--- src/rtl/stt_pkg.sv ---
// Package for the scene text tokenizer: mode encoding, result record,
// character constants and field codes. No dependencies.
`timescale 1ns / 1ps
`default_nettype none

package stt_pkg;

  typedef enum logic [2:0] {
    MODE_IDLE = 3'd0,
    MODE_BARE = 3'd1,
    MODE_STR  = 3'd2,
    MODE_ESC  = 3'd3,
    MODE_CMT  = 3'd4,
    MODE_HALT = 3'd5
  } mode_e;

  localparam logic [1:0] KIND_BARE    = 2'd0;
  localparam logic [1:0] KIND_STRING  = 2'd1;
  localparam logic [1:0] KIND_BRACKET = 2'd2;
  localparam logic [1:0] KIND_COMMENT = 2'd3;

  localparam logic [1:0] ERR_NONE      = 2'd0;
  localparam logic [1:0] ERR_END_STR   = 2'd1;
  localparam logic [1:0] ERR_NL_STR    = 2'd2;
  localparam logic [1:0] ERR_BAD_ESC   = 2'd3;

  localparam logic OP_DATA = 1'b0;
  localparam logic OP_END  = 1'b1;

  localparam logic [7:0] CH_SPACE  = 8'h20;
  localparam logic [7:0] CH_TAB    = 8'h09;
  localparam logic [7:0] CH_CR     = 8'h0D;
  localparam logic [7:0] CH_LF     = 8'h0A;
  localparam logic [7:0] CH_BS     = 8'h08;
  localparam logic [7:0] CH_FF     = 8'h0C;
  localparam logic [7:0] CH_HASH   = 8'h23;
  localparam logic [7:0] CH_LBRK   = 8'h5B;
  localparam logic [7:0] CH_RBRK   = 8'h5D;
  localparam logic [7:0] CH_DQUOTE = 8'h22;
  localparam logic [7:0] CH_SQUOTE = 8'h27;
  localparam logic [7:0] CH_BSLASH = 8'h5C;
  localparam logic [7:0] CH_LOW_B  = 8'h62;
  localparam logic [7:0] CH_LOW_F  = 8'h66;
  localparam logic [7:0] CH_LOW_N  = 8'h6E;
  localparam logic [7:0] CH_LOW_R  = 8'h72;
  localparam logic [7:0] CH_LOW_T  = 8'h74;

  localparam int unsigned QueueDepth = 4;
  localparam int unsigned QueuePtrW  = 2;

  typedef struct packed {
    logic [7:0] byte_out;
    logic [1:0] kind;
    logic       first;
    logic       last;
    logic [1:0] error_code;
    logic       stream_done;
    logic       final_of_item;
  } result_t;

  typedef struct packed {
    mode_e      mode;
    logic [7:0] held_byte;
    logic       held_valid;
    logic       held_first;
  } state_t;

endpackage

`default_nettype wire

--- src/rtl/stt_if.sv ---
// Valid/ready channel interfaces for the tokenizer input and result items.
// No dependencies; the result fields are declared as plain signals.
`timescale 1ns / 1ps
`default_nettype none

interface stt_in_if;
  logic       valid;
  logic       ready;
  logic       op;
  logic [7:0] byte_in;

  modport source (output valid, output op, output byte_in, input ready);
  modport sink (input valid, input op, input byte_in, output ready);
endinterface

interface stt_out_if;
  logic       valid;
  logic       ready;
  logic [7:0] byte_out;
  logic [1:0] kind;
  logic       first;
  logic       last;
  logic [1:0] error_code;
  logic       stream_done;
  logic       final_of_item;

  modport source (output valid, output byte_out, output kind, output first, output last,
                  output error_code, output stream_done, output final_of_item,
                  input ready);
  modport sink (input valid, input byte_out, input kind, input first, input last,
                input error_code, input stream_done, input final_of_item,
                output ready);
endinterface

`default_nettype wire

--- src/rtl/stt_step.sv ---
// Per-item tokenizer step: next mode, held byte and up to two result items.
// Depends on stt_pkg.
`timescale 1ns / 1ps
`default_nettype none

module stt_step (
  input  stt_pkg::state_t  state_i,
  input  logic             op_i,
  input  logic [7:0]       byte_i,
  output stt_pkg::state_t  state_o,
  output logic [1:0]       res_cnt_o,
  output stt_pkg::result_t res0_o,
  output stt_pkg::result_t res1_o
);
  import stt_pkg::*;

  function automatic logic is_ws(input logic [7:0] b);
    return (b == CH_SPACE) || (b == CH_TAB) || (b == CH_CR) || (b == CH_LF);
  endfunction

  function automatic logic [8:0] decode_esc(input logic [7:0] b);
    logic [8:0] d;
    case (b)
      CH_LOW_B:  d = {1'b0, CH_BS};
      CH_LOW_F:  d = {1'b0, CH_FF};
      CH_LOW_N:  d = {1'b0, CH_LF};
      CH_LOW_R:  d = {1'b0, CH_CR};
      CH_LOW_T:  d = {1'b0, CH_TAB};
      CH_BSLASH: d = {1'b0, CH_BSLASH};
      CH_SQUOTE: d = {1'b0, CH_SQUOTE};
      CH_DQUOTE: d = {1'b0, CH_DQUOTE};
      default:   d = 9'h100;
    endcase
    return d;
  endfunction

  function automatic result_t mk(input logic [7:0] b, input logic [1:0] k, input logic f,
                                 input logic l, input logic [1:0] e, input logic d);
    result_t r;
    r.byte_out      = b;
    r.kind          = k;
    r.first         = f;
    r.last          = l;
    r.error_code    = e;
    r.stream_done   = d;
    r.final_of_item = 1'b0;
    return r;
  endfunction

  logic       flush_en;
  logic [1:0] flush_kind;
  logic       flush_last;
  logic       put_en;
  result_t    put_rec;
  logic       flush_v;
  result_t    flush_rec;
  logic [8:0] esc;

  always_comb begin
    state_o    = state_i;
    flush_en   = 1'b0;
    flush_kind = KIND_BARE;
    flush_last = 1'b0;
    put_en     = 1'b0;
    put_rec    = mk(8'h00, KIND_BARE, 1'b0, 1'b0, ERR_NONE, 1'b0);
    esc        = decode_esc(byte_i);
    if (state_i.mode != MODE_HALT) begin
      if (op_i == OP_END) begin
        if ((state_i.mode == MODE_STR) || (state_i.mode == MODE_ESC)) begin
          put_en     = 1'b1;
          put_rec    = mk(8'h00, KIND_STRING, 1'b0, 1'b0, ERR_END_STR, 1'b1);
          state_o.mode = MODE_HALT;
        end else begin
          flush_en   = (state_i.mode == MODE_BARE) || (state_i.mode == MODE_CMT);
          flush_kind = (state_i.mode == MODE_CMT) ? KIND_COMMENT : KIND_BARE;
          flush_last = 1'b1;
          put_en     = 1'b1;
          put_rec    = mk(8'h00, KIND_BARE, 1'b0, 1'b0, ERR_NONE, 1'b1);
          state_o.mode = MODE_IDLE;
        end
        state_o.held_valid = 1'b0;
      end else begin
        case (state_i.mode)
          MODE_BARE: begin
            flush_en   = 1'b1;
            flush_kind = KIND_BARE;
            flush_last = 1'b1;
            if (is_ws(byte_i)) begin
              state_o.mode       = MODE_IDLE;
              state_o.held_valid = 1'b0;
            end else if (byte_i == CH_DQUOTE) begin
              state_o = '{MODE_STR, byte_i, 1'b1, 1'b1};
            end else if ((byte_i == CH_LBRK) || (byte_i == CH_RBRK)) begin
              put_en             = 1'b1;
              put_rec            = mk(byte_i, KIND_BRACKET, 1'b1, 1'b1, ERR_NONE, 1'b0);
              state_o.mode       = MODE_IDLE;
              state_o.held_valid = 1'b0;
            end else begin
              flush_last = 1'b0;
              state_o    = '{MODE_BARE, byte_i, 1'b1, 1'b0};
            end
          end
          MODE_CMT: begin
            flush_en   = 1'b1;
            flush_kind = KIND_COMMENT;
            if ((byte_i == CH_CR) || (byte_i == CH_LF)) begin
              flush_last         = 1'b1;
              state_o.mode       = MODE_IDLE;
              state_o.held_valid = 1'b0;
            end else begin
              state_o = '{MODE_CMT, byte_i, 1'b1, 1'b0};
            end
          end
          MODE_STR: begin
            flush_kind = KIND_STRING;
            if (byte_i == CH_DQUOTE) begin
              flush_en           = 1'b1;
              put_en             = 1'b1;
              put_rec            = mk(byte_i, KIND_STRING, 1'b0, 1'b1, ERR_NONE, 1'b0);
              state_o.mode       = MODE_IDLE;
              state_o.held_valid = 1'b0;
            end else if (byte_i == CH_LF) begin
              put_en             = 1'b1;
              put_rec            = mk(byte_i, KIND_STRING, 1'b0, 1'b0, ERR_NL_STR, 1'b0);
              state_o.mode       = MODE_HALT;
              state_o.held_valid = 1'b0;
            end else if (byte_i == CH_BSLASH) begin
              state_o.mode = MODE_ESC;
            end else begin
              flush_en = 1'b1;
              state_o  = '{MODE_STR, byte_i, 1'b1, 1'b0};
            end
          end
          MODE_ESC: begin
            flush_kind = KIND_STRING;
            if (esc[8]) begin
              put_en             = 1'b1;
              put_rec            = mk(byte_i, KIND_STRING, 1'b0, 1'b0, ERR_BAD_ESC, 1'b0);
              state_o.mode       = MODE_HALT;
              state_o.held_valid = 1'b0;
            end else begin
              flush_en = 1'b1;
              state_o  = '{MODE_STR, esc[7:0], 1'b1, 1'b0};
            end
          end
          default: begin
            state_o.held_valid = 1'b0;
            if (is_ws(byte_i)) begin
              state_o.mode = MODE_IDLE;
            end else if (byte_i == CH_DQUOTE) begin
              state_o = '{MODE_STR, byte_i, 1'b1, 1'b1};
            end else if ((byte_i == CH_LBRK) || (byte_i == CH_RBRK)) begin
              put_en       = 1'b1;
              put_rec      = mk(byte_i, KIND_BRACKET, 1'b1, 1'b1, ERR_NONE, 1'b0);
              state_o.mode = MODE_IDLE;
            end else if (byte_i == CH_HASH) begin
              state_o = '{MODE_CMT, byte_i, 1'b1, 1'b1};
            end else begin
              state_o = '{MODE_BARE, byte_i, 1'b1, 1'b1};
            end
          end
        endcase
      end
    end
  end

  always_comb begin
    flush_v   = flush_en && state_i.held_valid;
    flush_rec = mk(state_i.held_byte, flush_kind, state_i.held_first, flush_last,
                   ERR_NONE, 1'b0);
    res_cnt_o = {1'b0, flush_v} + {1'b0, put_en};
    res0_o    = flush_v ? flush_rec : put_rec;
    res1_o    = put_rec;
    res0_o.final_of_item = !(flush_v && put_en);
    res1_o.final_of_item = 1'b1;
  end

endmodule

`default_nettype wire

--- src/rtl/scene_text_tokenizer.sv ---
// Scene text tokenizer top level: state registers, step logic and a
// four-entry result queue. Depends on stt_pkg, stt_if and stt_step.
// A result is written into the queue when its item is accepted and reaches the output from the queue head.
// Throughput: one item per cycle while the queue has room for two results;
//   an item with two results is read out as two queue entries, one per pop of the read port.
// Reset: mode idle, no held byte, queue empty; no clearing pass.
`timescale 1ns / 1ps
`default_nettype none

module scene_text_tokenizer (
  input  logic      clk_i,
  input  logic      rst_ni,
  stt_in_if.sink    in_i,
  stt_out_if.source out_o
);
  import stt_pkg::*;

  state_t                 state_q, state_d;
  logic [1:0]             res_cnt;
  result_t                res0, res1;
  result_t                queue_q [QueueDepth];
  logic [QueuePtrW-1:0]   wr_ptr_q, wr_ptr_d;
  logic [QueuePtrW-1:0]   rd_ptr_q, rd_ptr_d;
  logic [QueuePtrW:0]     count_q, count_d;
  logic                   accept;
  logic                   pop;
  logic [1:0]             push_n;
  state_t                 step_state;
  result_t                head;

  stt_step u_step (
    .state_i   (state_q),
    .op_i      (in_i.op),
    .byte_i    (in_i.byte_in),
    .state_o   (step_state),
    .res_cnt_o (res_cnt),
    .res0_o    (res0),
    .res1_o    (res1)
  );

  assign in_i.ready = (count_q <= (QueuePtrW + 1)'(QueueDepth - 2));
  assign accept     = in_i.valid && in_i.ready;
  assign pop        = out_o.valid && out_o.ready;
  assign push_n     = accept ? res_cnt : 2'd0;

  always_comb begin
    state_d  = accept ? step_state : state_q;
    wr_ptr_d = wr_ptr_q + QueuePtrW'(push_n);
    rd_ptr_d = rd_ptr_q + QueuePtrW'(pop);
    count_d  = count_q + (QueuePtrW + 1)'(push_n) - (QueuePtrW + 1)'(pop);
  end

  always_ff @(posedge clk_i or negedge rst_ni) begin
    if (!rst_ni) begin
      state_q  <= '{MODE_IDLE, 8'h00, 1'b0, 1'b0};
      wr_ptr_q <= '0;
      rd_ptr_q <= '0;
      count_q  <= '0;
    end else begin
      state_q  <= state_d;
      wr_ptr_q <= wr_ptr_d;
      rd_ptr_q <= rd_ptr_d;
      count_q  <= count_d;
    end
  end

  always_ff @(posedge clk_i) begin
    if (push_n != 2'd0) begin
      queue_q[wr_ptr_q] <= res0;
    end
    if (push_n == 2'd2) begin
      queue_q[wr_ptr_q + QueuePtrW'(1)] <= res1;
    end
  end

  assign head = queue_q[rd_ptr_q];

  assign out_o.valid         = (count_q != '0);
  assign out_o.byte_out      = head.byte_out;
  assign out_o.kind          = head.kind;
  assign out_o.first         = head.first;
  assign out_o.last          = head.last;
  assign out_o.error_code    = head.error_code;
  assign out_o.stream_done   = head.stream_done;
  assign out_o.final_of_item = head.final_of_item;

endmodule

`default_nettype wire
--- src/flat_wrapper.sv ---
// flat-port wrapper written by rule: the top's interface ports become plain ports
module scene_text_tokenizer_flat import stt_pkg::*;
  (clk_i, rst_ni, in_i_valid, in_i_op, in_i_byte_in, in_i_ready, out_o_valid, out_o_byte_out, out_o_kind, out_o_first, out_o_last, out_o_error_code, out_o_stream_done, out_o_final_of_item, out_o_ready);
  stt_in_if in_i_i ();
  stt_out_if out_o_i ();
  input  logic clk_i;
  input  logic rst_ni;
  input wire logic [$bits(in_i_i.valid)-1:0] in_i_valid;
  input wire logic [$bits(in_i_i.op)-1:0] in_i_op;
  input wire logic [$bits(in_i_i.byte_in)-1:0] in_i_byte_in;
  output wire logic [$bits(in_i_i.ready)-1:0] in_i_ready;
  output wire logic [$bits(out_o_i.valid)-1:0] out_o_valid;
  output wire logic [$bits(out_o_i.byte_out)-1:0] out_o_byte_out;
  output wire logic [$bits(out_o_i.kind)-1:0] out_o_kind;
  output wire logic [$bits(out_o_i.first)-1:0] out_o_first;
  output wire logic [$bits(out_o_i.last)-1:0] out_o_last;
  output wire logic [$bits(out_o_i.error_code)-1:0] out_o_error_code;
  output wire logic [$bits(out_o_i.stream_done)-1:0] out_o_stream_done;
  output wire logic [$bits(out_o_i.final_of_item)-1:0] out_o_final_of_item;
  input wire logic [$bits(out_o_i.ready)-1:0] out_o_ready;
  assign in_i_i.valid = in_i_valid;
  assign in_i_i.op = in_i_op;
  assign in_i_i.byte_in = in_i_byte_in;
  assign in_i_ready = in_i_i.ready;
  assign out_o_valid = out_o_i.valid;
  assign out_o_byte_out = out_o_i.byte_out;
  assign out_o_kind = out_o_i.kind;
  assign out_o_first = out_o_i.first;
  assign out_o_last = out_o_i.last;
  assign out_o_error_code = out_o_i.error_code;
  assign out_o_stream_done = out_o_i.stream_done;
  assign out_o_final_of_item = out_o_i.final_of_item;
  assign out_o_i.ready = out_o_ready;
  scene_text_tokenizer u_core (.clk_i(clk_i), .rst_ni(rst_ni), .in_i(in_i_i), .out_o(out_o_i));
endmodule
--- config.mk ---
export PLATFORM = sky130hd
export DESIGN_NAME = scene_text_tokenizer_flat
export DESIGN_NICKNAME = d
export VERILOG_FILES = /design/src/rtl/stt_pkg.sv /design/src/rtl/stt_if.sv /design/src/rtl/stt_step.sv /design/src/rtl/scene_text_tokenizer.sv /design/src/flat_wrapper.sv
export SDC_FILE = /design/constraint.sdc
export NUM_CORES = 1
export LEC_CHECK = 0
export ABC_AREA = 1
export ABC_CLOCK_PERIOD_IN_PS = 5830
export BUFFER_PORTS_ARGS = -buffer_cell sky130_fd_sc_hd__buf_2
export CELL_PAD_IN_SITES_DETAIL_PLACEMENT = 1
export CELL_PAD_IN_SITES_GLOBAL_PLACEMENT = 2
export CORE_UTILIZATION = 39
export DETAILED_ROUTE_END_ITERATION = 10
export PLACE_DENSITY_LB_ADDON = 0.1
export SLEW_MARGIN = 20
export SYNTH_ARGS = -nofsm -noshare
export SYNTH_HDL_FRONTEND = slang
export SYNTH_SLANG_ARGS = --single-unit
--- constraint.sdc ---
create_clock -name clk_i -period 5.83 [get_ports clk_i]
set_input_delay 1.166 -clock clk_i [delete_from_list [all_inputs] [get_ports clk_i]]
set_output_delay 1.166 -clock clk_i [all_outputs]
set_load 0.03 [all_outputs]
==> results of run 1 <==
-- per-stage QoR --
stage          worst slack, ps  area, um2
3_5_place_dp              1065       5435
2_1_floorplan             1212       5097
3_3_place_gp              1137       5435
5_1_grt                   1139       5725
4_1_cts                   1435       5725
6_report                  1448       5725
-- area by class of cell --
type                            instances  area, um2
Multi-Input combinational cell        510       2365
Tap cell                              172      215.2
Fill cell                            1627       6945
Inverter                               68      255.2
Sequential cell                        84       2382
Clock buffer                            9      225.2
Timing Repair Buffer                   39      217.7
Clock inverter                          6      65.06
-- metal layers --
metal / up-vias / share of wire [%] / global-route usage [%] / routed length [um]
met3: 37 / 2.6 / 2.647 / 415
li1: 2286 / - / - / -
met5: - / 0 / 0 / 0
met1: 2204 / 42 / 29.53 / 6748
met4: 0 / 3.0 / 11.88 / 473
met2: 81 / 52 / 47.38 / 8348
-- cells in the mapped netlist, drive strengths merged (6+ instances only) --
| cell type | n |
|---|---|
| o21ai | 45 |
| nor2 | 104 |
| o22ai | 17 |
| a21oi | 12 |
| dfrtp | 20 |
| clkbuf | 14 |
| buf | 7 |
| nand2 | 238 |
| ha | 6 |
| nand3 | 63 |
| inv | 68 |
| edfxtp | 60 |
-- report_power, final --
part           leakage (nW)  switching [mW]  total (mW)  internal [mW]
clock                 0.143           0.245       0.575          0.330
sequential            0.824          0.0811       0.840          0.759
combinational          1.79           0.846        1.18          0.332
-- logic make-up (layout without fill, tap and decap cells) --
group | after synthesis | in the layout | synth area share, %
xor gates and xnor gates | 5 | 5 | 0.8593
DFF | 84 | 84 | 46.74
adders and majority gates | 7 | 7 | 1.865
and+or+nand+nor | 413 | 413 | 34.12
buffers and inverters | 89 | 122 | 6.873
AOI/OAI and AO/OA | 85 | 85 | 9.549
-- path summary, 6_finish.rpt --
check | startpoint | cells past startpoint | to | slack, ps
min | u_core.state_q[3] | 2 | u_core.state_q[3] | 480
max in group asynchronous | rst_ni | 1 | u_core.wr_ptr_q[0] | 4690
min reg2reg | u_core.state_q[3] | 2 | u_core.state_q[3] | 480
min in group asynchronous | rst_ni | 1 | u_core.state_q[5] | 790
max | in_i_byte_in[7] | 17 | u_core.queue_q[3][12] | 1450
max reg2reg | u_core.state_q[12] | 16 | u_core.queue_q[0][3] | 2070
-- flip-flops by register name (all words and copies together) (netlist names) --
| name | cells |
|---|---|
| u_core.count_q | 3 |
| u_core.state_q | 13 |
| u_core.rd_ptr_q | 2 |
| u_core.wr_ptr_q | 2 |
| u_core.queue_q | 64 |
-- layout by cell type, fill, tap and decap left out, drive strengths merged, types with 2 or more instances in the layout --
cell / synthesis / layout
clkinv: 0 / 4
nand2: 238 / 238
a22oi: 3 / 3
buf: 7 / 39
o211ai: 5 / 5
xor2: 3 / 3
xnor2: 2 / 2
clkbuf: 14 / 9
edfxtp: 60 / 60
dfxtp: 4 / 4
dfrtp: 20 / 20
o21ai: 45 / 45
nand3b: 5 / 5
ha: 6 / 6
nand3: 63 / 63
a21oi: 12 / 12
inv: 68 / 69
o22ai: 17 / 17
nor2: 104 / 104
-- critical path: stages --
cell and delay (ps):
buf_2 110, inv_1 90, nand2_1 100, nor2_1 220
nand2_2 140, nand2_1 110, inv_1 60, nand3_1 350
nand3_1 250, o21ai_0 220, inv_1 70, ha_1 270
inv_1 40, nor2_1 200, nor2_1 100, o21ai_1 560
buf_4 350
==> results.md, run 1 <==
- Cell area after synthesis: 0.005097 mm2
- Synth Net Count: between 700 and 800
- Core ar.: around 0.013 mm2
- Io pins: 31
- Clock skew: 11.64 ps
- Cells after DPL: 873
- Gr ovfl total: 0
- Vias in the first global route: 4,905
- First-pass GRT wire length: 25,560 um
- Post-Layout Cell Count: about 900
- Hold Buf Count CTS: 0
- Largest net degree at the start of global routing: 35
- IO Port Bufs: 30
- RSZ-0062 raised after global routing: false
- Post-synth top flop: edfxtp_1
- Final setup vio count: 0
- Gp weighted congestion: 0.8797
- Die Y-Extent: 116.3 um
- Overall Power: between 2 and 3 mW
- Later-pin clock latency in the skew report: 350 ps
- Syn. warnings: 0
- DRT Pass-1 Iters: 4
- CTS tree: done
- Crit path time final: 4382 ps
- Inserted Diodes: 0
- Rel. slew slack: 36.73%
- Fraction of registers with async set/reset: 23.81%
- Pins Over Slew Limit: 0
- Initial antenna violation count: 0
- Number of distinct library cells after synthesis: 36
- Worst setup path category: primary input to flip-flop
- CP required: 5860 ps
- Antenna viol nets, final: 0
- Max Fclk: 228.2 MHz
- Period utilization: between 70 and 80%
- Wire per inst: 18.00 um
- Die X: 116.3 um
- Worst Setup Start Kind: primary input
- HP Class: flip-flop to flip-flop
- Final net count: 732
- Max clock buf depth: 2
- Post-DP HPWL: 12,090 um
- CTS sink cnt: 84
- Clk root buf: clkbuf_16
- Final Util: 45.19%
- Share of cells above drive strength 1: around 12%
- DRT iter0 DRCs: 210
- Final setup TNS: 0 ps
- Reported max-cap violation count: 0
- DR vias: 4,608
- Initial Util: 40.23%
- Post-Route WL: approximately 16,000 um
- Cts bufs inserted: 9
- Area Overhead vs Synth: 12.32%
- Total GRT Usage: 25.59%
- Pleak: 2.755 nW
- H-tree depth: 3
- Share of the synthesized area in the top cell type: 35.35%
- Crit. End Element: flip-flop
- Slew @ Worst Pin: 948.0 ps
- Site Rows: between 40 and 50
- Post-Syn Instances: 683
- Clock Pin Slew Worst Setup and Hold Paths: 60 ps
- Mean post-synth cell area: about 7.5 um2
- CP max FO: 12
- Leading area contributor after synthesis: edfxtp_1
- Residual DRC: 0
- Flops & latches, synth: 84
- Post-synthesis sequential area ratio: 46.74%
- Area contributors post-synth: edfxtp_1 35%, nand2_1 16%, dfrtp_1 9.8%
- DIE AREA: 0.01353 mm2
- Hold Vio Cnt, Final: 0
- Status: completed
- Post CTS Setup Buffer Count: 0
- WP data arrival: 4420 ps
- Pwr/cell area: 452.8 mW/mm2
- Via density: just over 5
- PostCTS Resize Cnt: 0
- Max VDD drop: 0.1980 mV
- EDFF count, synth: 60
- Min Hold Slack: 478.0 ps
Note: power is estimated with default switching activity, not from simulation.
==> inputs of run 2 (changes only) <==
- ABC_CLOCK_PERIOD_IN_PS: 5830 -> 3900
- CORE_UTILIZATION: 39 -> 32
- clock period: 5.83 -> 3.9 ns (I/O delays scaled with it)
==> run 2 against run 1 <==
  * Utilization decreased by 7.0 points
  * Clock power grew 53%
  * Combinational power up 54%
  * Register-to-register slack got worse by 1400 ps
  * Routed wire length is 5.1% higher
  * Critical endpoint unchanged
==> results.md, run 2 (same netlist as run 1, synthesis figures left out) <==
- Post-Route WL: 16,800 um (+5.1%)
- Crit. End Element: flip-flop
- CTS tree: done
- Most flop-heavy register: u_core.queue_q
- Gr ovfl total: 0 (unchanged)
- Gp weighted congestion: 0.9204 (+4.6%)
- R2R Path Start: u_core.state_q[12]
- H-tree depth: 3 (unchanged)
- Rel. slew slack: 33.09% (-3.6 points)
- Wire per inst: 17.91 um (-0.49%)
- Via density: 4.921 (-5.2%)
- RSZ-0062 raised after global routing: false
- CP startpoint: in_i_byte_in[7]
- Cts bufs inserted: 9 (unchanged)
- Io pins: 31 (unchanged)
- Die X: 128.2 um (+10%)
- Initial Util: 33.16% (-7.1 points)
- Pins Over Slew Limit: 0 (unchanged)
- Largest register FFs: 64 (unchanged)
- Most frequent cells in the layout: 222 x nand2_1, 96 x nor2_1, 63 x nand3_1
- Post CTS Setup Buffer Count: 0 (unchanged)
- Max Fclk: roughly 290 MHz
- CP max FO: 12 (unchanged)
- Worst setup path category: primary input to flip-flop
- DRT Pass-1 Iters: 4 (unchanged)
- Commonest non-fill, non-tap cell in the layout: nand2_1
- First-pass GRT wire length: 26,920 um (+5.3%)
- Period utilization: between 80% and 90%
- Site Rows: 45 (+9.8%)
- Max clock buf depth: 2 (unchanged)
- Later-pin clock latency in the skew report: 340 ps (about the same)
- CP required: 4110 ps (-1750 ps)
- WP data arrival: 3700 ps (-720 ps)
- IO Port Bufs: 30 (unchanged)
- DIE AREA: 0.01644 mm2 (+21%)
- Post-DP HPWL: 12,480 um (+3.3%)
- Clock Pin Slew Worst Setup and Hold Paths: 60 ps (about the same)
- PostCTS Resize Cnt: 0 (unchanged)
- CTS sink cnt: 84 (unchanged)
- Fill cells: 1,908 (+17%)
- Max VDD drop: 0.2406 mV (+22%)
- Antenna viol nets, final: 0 (unchanged)
- Worst Setup Start Kind: primary input
- Final setup TNS: 0 ps (unchanged)
- DR vias: 4,616 (+0.17%)
- Final net count: 742 (+1.4%)
- Share of cells above drive strength 1: 13.48% (+1.3 points)
- Core ar.: 0.01537 mm2 (+21%)
- Hold Buf Count CTS: 0 (unchanged)
- Status: completed
- Clk root buf: clkbuf_16
- DRT iter0 DRCs: 354 (+69%)
- Vias in the first global route: 4,861 (-0.90%)
- Min Hold Slack: 392.3 ps (-85.76 ps)
- Total GRT Usage: 21.91% (-3.7 points)
- Pleak: 2.804 nW (+1.8%)
- Crit path time final: 3487 ps
- Pwr/cell area: 674.6 mW/mm2 (+49%)
- Area Overhead vs Synth: 15.19%
- Reported max-cap violation count: 0 (unchanged)
- Die Y-Extent: 128.2 um (+10%)
- Hold Vio Cnt, Final: 0 (unchanged)
- Final setup vio count: 0 (unchanged)
- Largest registers: u_core.queue_q: 64 flops, u_core.state_q: 13 flops, u_core.count_q: 3 flops
- Inserted Diodes: 0 (unchanged)
- Initial antenna violation count: 0 (unchanged)
- Overall Power: 3.961 mW (+53%)
- HP Class: primary input to async pin
- Slew @ Worst Pin: 999.9 ps (+51.90 ps)
- Clock skew: 3.644 ps (-7.999 ps)
- Largest net degree at the start of global routing: 35 (unchanged)
- Residual DRC: 0 (unchanged)
[run 2: final timing paths]
kind	cells past startpoint	end	slack [ps]
worst max-delay path	19	u_core.queue_q[3][12]	410
worst min-delay path	1	u_core.state_q[5]	390
worst max register to register	14	u_core.queue_q[3][12]	710
worst min register to register	2	u_core.state_q[2]	480
max in group asynchronous	1	u_core.state_q[10]	3160
min in group clk_i	2	u_core.state_q[2]	480
[run 2: cell type report]
type / count / area [um2] / area share, %
Clock buffer: 9 / 225.2 / 3.836
Clock inverter: 7 / 75.07 / 1.279
Inverter: 68 / 255.2 / 4.347
Multi-Input combinational cell: 510 / 2365 / 40.27
Sequential cell: 84 / 2382 / 40.57
Tap cell: 211 / 264.0 / 4.496
Timing Repair Buffer: 49 / 305.3 / 5.199
[run 2: power breakdown]
group / leakage, nW / total [mW] / switching (mW) / internal (mW)
sequential: 0.824 / 1.26 / 0.125 / 1.13
combinational: 1.84 / 1.82 / 1.30 / 0.525
clock: 0.142 / 0.879 / 0.378 / 0.500
total: 2.80 / 3.96 / 1.80 / 2.16
[run 2: stage by stage]
step                cells  setup slack [ps]  area [um2]  util, %
CTS                   938             412.1        5872    38.20
floorplan             683             146.4        5097        -
global placement      922             135.5        5572    36.25
detailed placement    922             61.64        5572    36.25
global route          938             31.35        5872    38.20
finish                938             413.5        5872    38.20
[run 2: layer usage]
layer,up-vias,global-route usage [%],part of all wire (%)
met5,-,0,0
li1,2312,-,-
met4,0,8.304,2.1
met2,56,38.60,50
met3,22,2.212,1.8
met1,2226,27.58,46
[run 2: critical path, stage by stage]
cell and delay, ps:
buf_2 100, inv_1 90, nand2_1 100, nor2_1 270, nand2_2 160, nand2_1 110
nor2_1 50, nand2_2 70, nand2_2 110, nand2_2 120, nand2_4 50, inv_1 60
ha_1 130, inv_1 50, nor2_2 280, nor2_1 130, nor2_1 770, nand3_1 160
nand2_1 100
==> inputs of run 3 (changes only) <==
- CORE_ASPECT_RATIO: unset -> 0.5
==> run 3 against run 2 <==
  * Register-to-register slack better by 60 ps
  * Cell area grew 0.53%
  * Non-clock buffer count is 4 higher
  * Critical path depth grew 1
  * Clock power grew 1%
  * Sequential share of layout area down 0.21 points
  * Sequential cell count stayed put
==> results.md, run 3 (same netlist as run 1, synthesis figures left out) <==
- IO Port Bufs: 30 (unchanged)
- Clock skew: 5.930 ps (+2.286 ps)
- Pleak: 2.824 nW (+0.72%)
- Clk root buf: clkbuf_16
- Wire per inst: 18.22 um (+1.7%)
- Area Overhead vs Synth: 15.81%
- Crit. End Element: flip-flop
- First-pass GRT wire length: 27,410 um (+1.8%)
- Status: completed
- Fill cells: 1,931 (+1.2%)
- Gr ovfl total: 0 (unchanged)
- Inserted Diodes: 0 (unchanged)
- Post-DP HPWL: 12,620 um (+1.1%)
- Io pins: 31 (unchanged)
- Period utilization: 84.18% (-5.2 points)
- DR vias: 4,604 (-0.26%)
- Placed instance area: 0.005593 mm2 (+0.38%)
- CTS tree: done
- Post-placement worst setup slack: -20.99 ps (-82.63 ps)
- DRT iter0 DRCs: 224 (-37%)
- Largest register FFs: 64 (unchanged)
- Pins Over Slew Limit: 0 (unchanged)
- CP max FO: 12 (unchanged)
- Slew @ Worst Pin: 958.3 ps (-41.64 ps)
- Pwr/cell area: 668.2 mW/mm2 (-0.95%)
- Later-pin clock latency in the skew report: 340 ps (about the same)
- Max Fclk: 304.6 MHz (+6.2%)
- Initial antenna violation count: 0 (unchanged)
- Core ar.: 0.01549 mm2 (+0.81%)
- Largest net degree at the start of global routing: 34 (-2.9%)
- Antenna viol nets, final: 0 (unchanged)
- Most flop-heavy register: u_core.queue_q
- Rel. slew slack: 36.04% (+3.0 points)
- Post-Route WL: 17,030 um (+1.4%)
- Final net count: 746 (+0.54%)
- HP Class: primary input to async pin
- Vias in the first global route: 4,773 (-1.8%)
- Cells after DPL: 919 (-0.33%)
- CTS sink cnt: 84 (unchanged)
- Total GRT Usage: 22.31% (+0.40 points)
- PostCTS Resize Cnt: 0 (unchanged)
- Hold Vio Cnt, Final: 0 (unchanged)
- Setup WS post-layout: 617.2 ps (+203.7 ps)
- Hold Buf Count CTS: 0 (unchanged)
- R2R depth: 17 (+3)
- Finished Cell Area: 0.005903 mm2 (+0.53%)
- Gp weighted congestion: 0.8503 (-7.6%)
- Commonest non-fill, non-tap cell in the layout: nand2_1
- Die Y-Extent: 91.25 um (-29%)
- RSZ-0062 raised after global routing: false
- Site Rows: 32 (-29%)
- CP required: 3990 ps (-120 ps)
- Initial Util: 32.90% (-0.27 points)
- Residual DRC: 0 (unchanged)
- Final Util: 38.10% (-0.10 points)
- Crit path time final: 3283 ps (-203.7 ps)
- WP data arrival: 3380 ps (-320 ps)
- Post-Layout Cell Count: 935 (-0.32%)
- Clock Pin Slew Worst Setup and Hold Paths: 70 ps (about the same)
- Final setup vio count: 0 (unchanged)
- Most frequent cells in the layout: 222 x nand2_1, 95 x nor2_1, 63 x nand3_1
- Max VDD drop: 0.2769 mV (+15%)
- Post CTS Setup Buffer Count: 0 (unchanged)
- Share of cells above drive strength 1: 14.23% (+0.75 points)
- Worst setup path category: primary input to flip-flop
- Via density: 4.924 (about the same)
- DRT Pass-1 Iters: 4 (unchanged)
- Largest registers: u_core.queue_q: 64 flops, u_core.state_q: 13 flops, u_core.count_q: 3 flops
- Worst Setup Start Kind: primary input
- Reported max-cap violation count: 0 (unchanged)
- Die X: 180.5 um (+41%)
- Max clock buf depth: 2 (unchanged)
- Cts bufs inserted: 9 (unchanged)
- H-tree depth: 3 (unchanged)
- DIE AREA: 0.01647 mm2 (+0.19%)
[run 3: cell count changes in the layout (fill, tap and decap cells not counted), sizes merged]
cell,delta
clkinvlp,-1
buf,+4
inv,+1
[run 3: stage by stage]
step           setup TNS [ps]  hold slack, ps  total power [mW]
2_1_floorplan               0           440.1             2.517
3_3_place_gp                0           455.2             3.087
3_5_place_dp           -34.82           458.6             3.103
4_1_cts                     0           448.2             4.002
5_1_grt                     0           460.2             4.220
6_report                    0           422.4             3.945
[run 3: worst paths after layout]
check	startpoint	to	slack, ps
worst min register to register	u_core.state_q[3]	u_core.state_q[3]	470
worst max register to register	u_core.state_q[12]	u_core.queue_q[1][8]	770
max in group asynchronous	rst_ni	u_core.wr_ptr_q[1]	3100
worst max-delay path	in_i_byte_in[3]	u_core.queue_q[1][8]	620
worst min-delay path	rst_ni	u_core.rd_ptr_q[0]	420
min in group clk_i	u_core.state_q[3]	u_core.state_q[3]	470
[run 3: per-layer routing]
metal,GRT usage (%),vias up,share of wire [%]
met1,31.45,2201,50
li1,-,2312,-
met2,35.66,81,44
met3,3.891,10,4.9
met5,0,-,0
met4,4.915,0,0.85
[run 3: final cells by class]
class | count | area, um2 | area share (%)
Inverter | 68 | 255.2 | 4.324
Timing Repair Buffer | 53 | 335.3 | 5.680
Sequential cell | 84 | 2382 | 40.36
Multi-Input combinational cell | 510 | 2367 | 40.10
Clock inverter | 7 | 82.58 | 1.399
Clock buffer | 9 | 225.2 | 3.815
Tap cell | 204 | 255.2 | 4.324
[run 3: worst max-delay path, cell delays in order]
cell and delay, ps:
buf_2 140, inv_1 140, nand2_1 120, nor2_1 130, nand2_1 130, nand2_2 130, nor2_1 50, nand3_1 100
nand3_1 100, o21ai_0 170, inv_1 60, ha_1 280, inv_1 80, nor2_1 60, nor2_1 190, inv_1 120
nand2_1 90, inv_1 250, nand3_1 190, nand2_1 60
[run 3: where the power goes]
group          total (mW)  switching (mW)  internal [mW]
Combinational        1.80            1.27          0.521
Clock               0.889           0.382          0.508
Sequential           1.26           0.124           1.14
Total                3.94            1.78           2.16
